<file path="config.mk">
export PLATFORM = sky130hd
export DESIGN_NAME = counting_key_table_unit
export DESIGN_NICKNAME = d
export VERILOG_FILES = /design/src/design/ckt_pkg.sv /design/src/design/counting_key_table_unit.sv /design/src/design/ckt_cell.sv
export SDC_FILE = /design/constraint.sdc
export NUM_CORES = 2
export LEC_CHECK = 0
export BUFFER_PORTS_ARGS = -buffer_cell sky130_fd_sc_hd__buf_2
export CAP_MARGIN = 5
export CORE_UTILIZATION = 35
export CTS_CLUSTER_DIAMETER = 120
export DETAILED_ROUTE_END_ITERATION = 6
export GPL_TIMING_DRIVEN = 0
export SETUP_SLACK_MARGIN = 0.05
export SYNTH_ARGS = -nofsm -noshare
export SYNTH_HDL_FRONTEND = slang
export SYNTH_SLANG_ARGS = --single-unit
</file>
<file path="constraint.sdc">
create_clock -name aclk -period 2.7 [get_ports aclk]
set_input_delay 0.27 -clock aclk [delete_from_list [all_inputs] [get_ports aclk]]
set_output_delay 0.27 -clock aclk [all_outputs]
set_load 0.1 [all_outputs]
</file>
<file path="src/design/ckt_pkg.sv">
// Shared types and constants for the counting key table.
`default_nettype none

package ckt_pkg;

    localparam int ENTRIES   = 16;
    localparam int KEY_WIDTH = 32;
    localparam int IDX_W     = $clog2(ENTRIES);
    localparam int CNT_W     = 8;
    localparam int IN_KEY_W  = 32;
    localparam int SLOT_W    = 4;

    localparam logic [CNT_W-1:0] CNT_MAX = {CNT_W{1'b1}};

    typedef enum logic {
        KIND_ADD    = 1'b0,
        KIND_REMOVE = 1'b1
    } kind_t;

    typedef enum logic [2:0] {
        ST_RAISED    = 3'd0,
        ST_ALLOCATED = 3'd1,
        ST_DROPPED   = 3'd2,
        ST_LOWERED   = 3'd3,
        ST_FREED     = 3'd4,
        ST_MISS      = 3'd5
    } status_t;

    // Search token handed from cell to cell, gathering the first match and
    // the first free entry along the way.
    typedef struct packed {
        logic                 valid;
        kind_t                kind;
        logic [KEY_WIDTH-1:0] key;
        logic                 hit;
        logic [IDX_W-1:0]     hit_idx;
        logic [CNT_W-1:0]     hit_cnt;
        logic                 free;
        logic [IDX_W-1:0]     free_idx;
    } token_t;

    // Update broadcast to all cells; only the addressed cell takes it.
    typedef struct packed {
        logic                 en;
        logic [IDX_W-1:0]     idx;
        logic [KEY_WIDTH-1:0] key;
        logic [CNT_W-1:0]     cnt;
    } wr_t;

endpackage

`default_nettype wire

</file>
<file path="src/design/counting_key_table_unit.sv">
// Top level of the counting key table: cell chain, sequencer and result register.
`default_nettype none

// Channel  Handshake          Payload
// s_       s_valid, s_ready   s_kind (0 add, 1 remove), s_key
// m_       m_valid, m_ready   m_status, m_slot, m_count
//
// Between one input transfer and the next, the search token walks the chain of
// cells one entry per cycle, the hold register parks it, and the update is then
// applied and the result register loaded, after which s_ready is high again.
// Reset is synchronous and active low; it clears every entry's key and count at
// once. A result waiting on m_ready does not block the next transfer on s_, but a
// finished search waits in its hold state until the result register is free.

module counting_key_table_unit (
    input  wire logic                            aclk,
    input  wire logic                            aresetn,

    input  wire logic                            s_valid,
    output logic                                 s_ready,
    input  wire logic                            s_kind,
    input  wire logic [ckt_pkg::IN_KEY_W-1:0]    s_key,

    output logic                                 m_valid,
    input  wire logic                            m_ready,
    output logic [2:0]                           m_status,
    output logic [ckt_pkg::SLOT_W-1:0]           m_slot,
    output logic [ckt_pkg::CNT_W-1:0]            m_count
);

    localparam int N  = ckt_pkg::ENTRIES;
    localparam int KW = ckt_pkg::KEY_WIDTH;
    localparam int IW = ckt_pkg::IDX_W;
    localparam int CW = ckt_pkg::CNT_W;
    localparam int SW = ckt_pkg::SLOT_W;

    // One-hot sequencer: waiting for an item, search in flight, search done.
    typedef enum logic [2:0] {
        S_WAIT = 3'b001,
        S_SCAN = 3'b010,
        S_HOLD = 3'b100
    } state_t;

    state_t state_reg;
    state_t state_next;

    ckt_pkg::token_t tok_chain [N+1];
    ckt_pkg::token_t fin_reg;
    ckt_pkg::wr_t    wr;

    ckt_pkg::status_t  status_reg;
    ckt_pkg::status_t  status_next;
    logic [SW-1:0]     slot_reg;
    logic [SW-1:0]     slot_next;
    logic [CW-1:0]     count_reg;
    logic [CW-1:0]     count_next;
    logic              m_valid_reg;

    logic accept_in;
    logic out_free;
    logic retire;
    logic [CW-1:0] lowered;

    assign s_ready   = (state_reg == S_WAIT);
    assign accept_in = s_valid && s_ready;
    assign out_free  = !m_valid_reg || m_ready;
    assign retire    = (state_reg == S_HOLD) && out_free;

    // The token enters cell 0 in the cycle of the input transfer.
    always_comb begin
        tok_chain[0]          = '0;
        tok_chain[0].valid    = accept_in;
        tok_chain[0].kind     = ckt_pkg::kind_t'(s_kind);
        tok_chain[0].key      = KW'(s_key);
    end

    for (genvar i = 0; i < N; i++) begin : g_cell
        ckt_cell u_cell (
            .aclk     (aclk),
            .aresetn  (aresetn),
            .cell_idx (IW'(i)),
            .tok_in   (tok_chain[i]),
            .tok_out  (tok_chain[i+1]),
            .wr       (wr)
        );
    end

    always_comb begin
        state_next = state_reg;
        case (state_reg)
            S_WAIT: begin
                if (accept_in) state_next = S_SCAN;
            end
            S_SCAN: begin
                if (tok_chain[N].valid) state_next = S_HOLD;
            end
            S_HOLD: begin
                if (out_free) state_next = S_WAIT;
            end
            default: state_next = S_WAIT;
        endcase
    end

    always_ff @(posedge aclk) begin
        if (!aresetn) begin
            state_reg <= S_WAIT;
        end else begin
            state_reg <= state_next;
        end
    end

    // The finished token is held here until the result register can take it.
    always_ff @(posedge aclk) begin
        if (tok_chain[N].valid) begin
            fin_reg <= tok_chain[N];
        end
    end

    assign lowered = fin_reg.hit_cnt - CW'(1);

    // Decide the update and the result from the gathered search outcome.
    always_comb begin
        wr          = '0;
        wr.key      = fin_reg.key;
        status_next = ckt_pkg::ST_DROPPED;
        slot_next   = '0;
        count_next  = '0;
        if (fin_reg.kind == ckt_pkg::KIND_ADD) begin
            if (fin_reg.hit) begin
                wr.en       = retire;
                wr.idx      = fin_reg.hit_idx;
                wr.cnt      = (fin_reg.hit_cnt == ckt_pkg::CNT_MAX) ?
                              ckt_pkg::CNT_MAX : fin_reg.hit_cnt + CW'(1);
                status_next = ckt_pkg::ST_RAISED;
                slot_next   = SW'(fin_reg.hit_idx);
                count_next  = wr.cnt;
            end else if (fin_reg.free) begin
                wr.en       = retire;
                wr.idx      = fin_reg.free_idx;
                wr.cnt      = CW'(1);
                status_next = ckt_pkg::ST_ALLOCATED;
                slot_next   = SW'(fin_reg.free_idx);
                count_next  = CW'(1);
            end else begin
                status_next = ckt_pkg::ST_DROPPED;
            end
        end else begin
            if (fin_reg.hit) begin
                wr.en       = retire;
                wr.idx      = fin_reg.hit_idx;
                wr.cnt      = lowered;
                slot_next   = SW'(fin_reg.hit_idx);
                count_next  = lowered;
                if (lowered == '0) begin
                    // A freed entry gets its key cleared as well.
                    wr.key      = '0;
                    status_next = ckt_pkg::ST_FREED;
                end else begin
                    status_next = ckt_pkg::ST_LOWERED;
                end
            end else begin
                status_next = ckt_pkg::ST_MISS;
            end
        end
    end

    always_ff @(posedge aclk) begin
        if (!aresetn) begin
            m_valid_reg <= 1'b0;
        end else if (retire) begin
            m_valid_reg <= 1'b1;
        end else if (m_ready) begin
            m_valid_reg <= 1'b0;
        end
    end

    always_ff @(posedge aclk) begin
        if (retire) begin
            status_reg <= status_next;
            slot_reg   <= slot_next;
            count_reg  <= count_next;
        end
    end

    assign m_valid  = m_valid_reg;
    assign m_status = status_reg;
    assign m_slot   = slot_reg;
    assign m_count  = count_reg;

endmodule

`default_nettype wire

</file>
<file path="src/design/ckt_cell.sv">
// One table entry: stored key and count, plus one stage of the search token.
`default_nettype none

module ckt_cell (
    input  wire logic                         aclk,
    input  wire logic                         aresetn,
    input  wire logic [ckt_pkg::IDX_W-1:0]    cell_idx,
    input  wire ckt_pkg::token_t              tok_in,
    output ckt_pkg::token_t                   tok_out,
    input  wire ckt_pkg::wr_t                 wr
);

    logic [ckt_pkg::KEY_WIDTH-1:0] key_reg;
    logic [ckt_pkg::CNT_W-1:0]     cnt_reg;
    ckt_pkg::token_t               tok_reg;
    ckt_pkg::token_t               tok_next;
    logic                          occupied;
    logic                          match;

    assign occupied = (cnt_reg != '0);
    assign match    = occupied && (key_reg == tok_in.key);

    always_comb begin
        tok_next = tok_in;
        if (!tok_in.hit && match) begin
            tok_next.hit     = 1'b1;
            tok_next.hit_idx = cell_idx;
            tok_next.hit_cnt = cnt_reg;
        end
        if (!tok_in.free && !occupied) begin
            tok_next.free     = 1'b1;
            tok_next.free_idx = cell_idx;
        end
    end

    always_ff @(posedge aclk) begin
        if (!aresetn) begin
            tok_reg.valid <= 1'b0;
        end else begin
            tok_reg <= tok_next;
        end
    end

    always_ff @(posedge aclk) begin
        if (!aresetn) begin
            key_reg <= '0;
            cnt_reg <= '0;
        end else if (wr.en && (wr.idx == cell_idx)) begin
            key_reg <= wr.key;
            cnt_reg <= wr.cnt;
        end
    end

    assign tok_out = tok_reg;

endmodule

`default_nettype wire

</file>
==> impl_metrics.csv <==
group,metric,value,unit
timing,fmax,0.363,GHz
synthesis,synth_flop_cell,"edfxtp_1",
synthesis,netlist_area,55700,µm²
worst_setup_path,crit_path_end_kind,"flop",
route,wire_per_inst,25.5,µm
synthesis,yosys.area.top_type_share,0.459,
finish,post-route-util,0.432,
grt,overflow,0,
synthesis,synthesis.nets,3778,
timing,maxSlewHeadroom,0.0251,
finish,final_area,68400,µm²
synthesis,syn_area_per_cell,14.9,µm²
clock_network,h-tree-depth,4,
route,wl,162,mm
finish,final.fill_count,14100,
clock_network,clk_latency,800,ps
timing,finalSetupViolations,72,
die,die_y,401,µm
clock_network,cts_tree,"yes",
route,vias,33100,
synthesis,async_flop_share,0,
synthesis,synth-seq-cells,1512,
synthesis,yosys_warnings,0,
clock_network,clk_pin_slew_worst_paths,70,ps
die,start_util,0.352,
finish,antenna_cells,0,
finish,layout_commonest_cell,"edfxtp_1",
worst_setup_path,crit_path_start_kind,"flop",
clock_network,cts_buffers,152,
place,dpl-instance-area,59000,µm²
finish,nets,4187,
timing,period_share,1.02,
finish,layout-drive-gt1-share,0.254,
die,core,158000,µm²
route,viasPerCell,5.21,
worst_setup_path,arrival,3470,ps
place,place_ws,-2250,ps
min_path,hp-class,"input port to flop",
pwr,p_leak,25.0,nW
worst_setup_path,cp.required,3410,ps
timing,tightest_slew,1460,ps
grt,grt_max_degree,120,
finish,layout_common_cells,"edfxtp_1 (852), dfxtp_1 (659), xor2_1 (511)",
grt,grt_first_pass_wirelength,230,mm
synthesis,yosysTopAreaCell,"edfxtp_1",
route,drtIter0Drc,2867,
die,chipWidth,401,µm
worst_setup_path,rrSetupSlack,-60,ps
timing,hold_violations,0,
route,ant_nets,0,
clock_network,root_buffer,"clkbuf_16",
timing,setup_slack,-57.3,ps
timing,min_period,2760,ps
place,place_inst,5880,
synthesis,synth_edf_count,852,
synthesis,synth_cells,3738,
pwr,vdd_drop_max,0.560,mV
run_status,status,"finished with violations",
route,dr.pass1.iters,5,
grt,grt_pass1_vias,32400,
worst_setup_path,critical_path.most_common_cell,"buf_6",
finish,largest_reg_flops,802,
grt,antenna_found_initial,4,
finish,areaGrowthSynthToFinish,22.7,%
worst_setup_path,critPathMaxFanout,7,
grt,grt_usage,0.197,
worst_setup_path,crit_type,"flop to flop",
die,io_pins,54,
die,placementRows,146,
finish,stdcell_count,6349,
place,dp_hpwl,110,mm
timing,fin_worst_skew,44.9,ps
place,gp_congestion,0.867,
clock_network,clockBufferDepth,3,
worst_setup_path,slowest_delay,520,ps
place,port_buffers,53,
worst_setup_path,path_cells,"or4b_4, a221o_1, buf_6, nor3_4, buf_12, buf_6, o21ai_4, buf_12, buf_6, buf_8, o2bb2ai_2",
worst_setup_path,slowest_stage,"edfxtp_1",
timing,rsz0062_at_grt,"yes",
pwr,power_density,723,nW/µm²
timing,maxSlewViolCount,0,
synthesis,yosys-top-cells-area,"edfxtp_1 (46%), dfxtp_1 (24%), xor2_1 (8.0%)",
job,drv_cap,0,
die,die_area,161000,µm²
synthesis,ys_types,73,
route,drc,0,
synthesis,ys_seq_area_frac,0.696,
run_status,violations,"setup timing",
clock_network,cts.sink_count,1512,
==> per-stage QoR <==
step	setup TNS [ps]	hold slack, ps	power [W]
6_report	-1400	106	0.0495
5_1_grt	-4810	102	0.0508
4_1_cts	-5560	113	0.0497
3_5_place_dp	-897190	405	0.0275
3_3_place_gp	-	400	0.0277
2_1_floorplan	0	369	0.0265
==> worst max-delay path: cells and delay by family, from the launching register on <==
family	cells	cell delay, ps
buffers and inverters	6	880
flip-flops	1	520
AND/OR/NAND/NOR	2	700
AO/OA/AOI/OAI	3	580
==> per-layer routing <==
metal / up-vias / track usage / share of wire
li1: 14900 / - / -
met1: 16700 / 0.256 / 0.42
met2: 1131 / 0.322 / 0.47
met3: 297 / 0.0314 / 0.061
met4: 0 / 0.0897 / 0.048
met5: - / 0 / 0
==> report_power, final <==
part           leakage, nW  switching, W  total, W  internal, W
clock network         2.62       0.00917    0.0222       0.0131
logic                 8.86       0.00106   0.00160     0.000536
registers             13.6      0.000522    0.0256       0.0251
total                 25.0        0.0108    0.0495       0.0387
==> area by class of cell <==
cell class                      count  area, µm²  area share
Clock buffer                      217       4430      0.0648
Buffer                            183       1400      0.0205
Tap cell                         2072       2590      0.0379
Sequential cell                  1512      38800       0.567
Clock inverter                     67        893      0.0131
Inverter                           12       47.5    0.000695
Timing Repair Buffer              259       2690      0.0393
Multi-Input combinational cell   2027      17500       0.256
==> kinds of logic after synthesis <==
logic type                 synth area share
DFF                                   0.696
muxes                                0.0345
xor gates and xnor gates             0.0816
buffers and inverters                0.0170
and+or+nand+nor                      0.0704
adders and majority gates          0.000674
AOI/OAI and AO/OA                    0.0996
==> cell usage after synthesis, types with 13 or more instances <==
master	n
a211oi_1	18
a21oi_1	22
a32o_1	42
and2_1	28
buf_2	74
clkbuf_1	92
dfxtp_1	660
edfxtp_1	852
mux2_2	120
mux2i_1	57
nand2_1	120
nand2b_1	22
nand3_1	32
nand4_1	13
nor2_1	128
nor2b_1	35
nor3_1	29
nor4_1	147
o21ai_0	32
o2bb2ai_1	458
o2bb2ai_2	22
or2_2	71
xor2_1	511
==> what timing repair did <==
| action | 4_1_cts | 5_1_grt |
|---|---|---|
| setup buffers | 84 | 41 |
| pin swaps | 63 | 55 |
| hold endpoints to repair | 38 | 0 |
| gates resized for setup | 317 | 314 |
| cloned | 20 | 14 |
| setup endpoints to repair | 788 | 636 |
| hold buffers | 35 | 0 |
==> final timing paths <==
| path | startpoint | end | cells past startpoint |
|---|---|---|---|
| max | fin_reg[4] | g_cell[4].u_cell.key_reg[22] | 11 |
| min | aresetn | g_cell[9].u_cell.tok_out[50] | 2 |
| max reg2reg | fin_reg[4] | g_cell[4].u_cell.key_reg[22] | 11 |
| min reg2reg | g_cell[15].u_cell.tok_out[47] | fin_reg[47] | 0 |
Power figures use the tool's default switching activity.
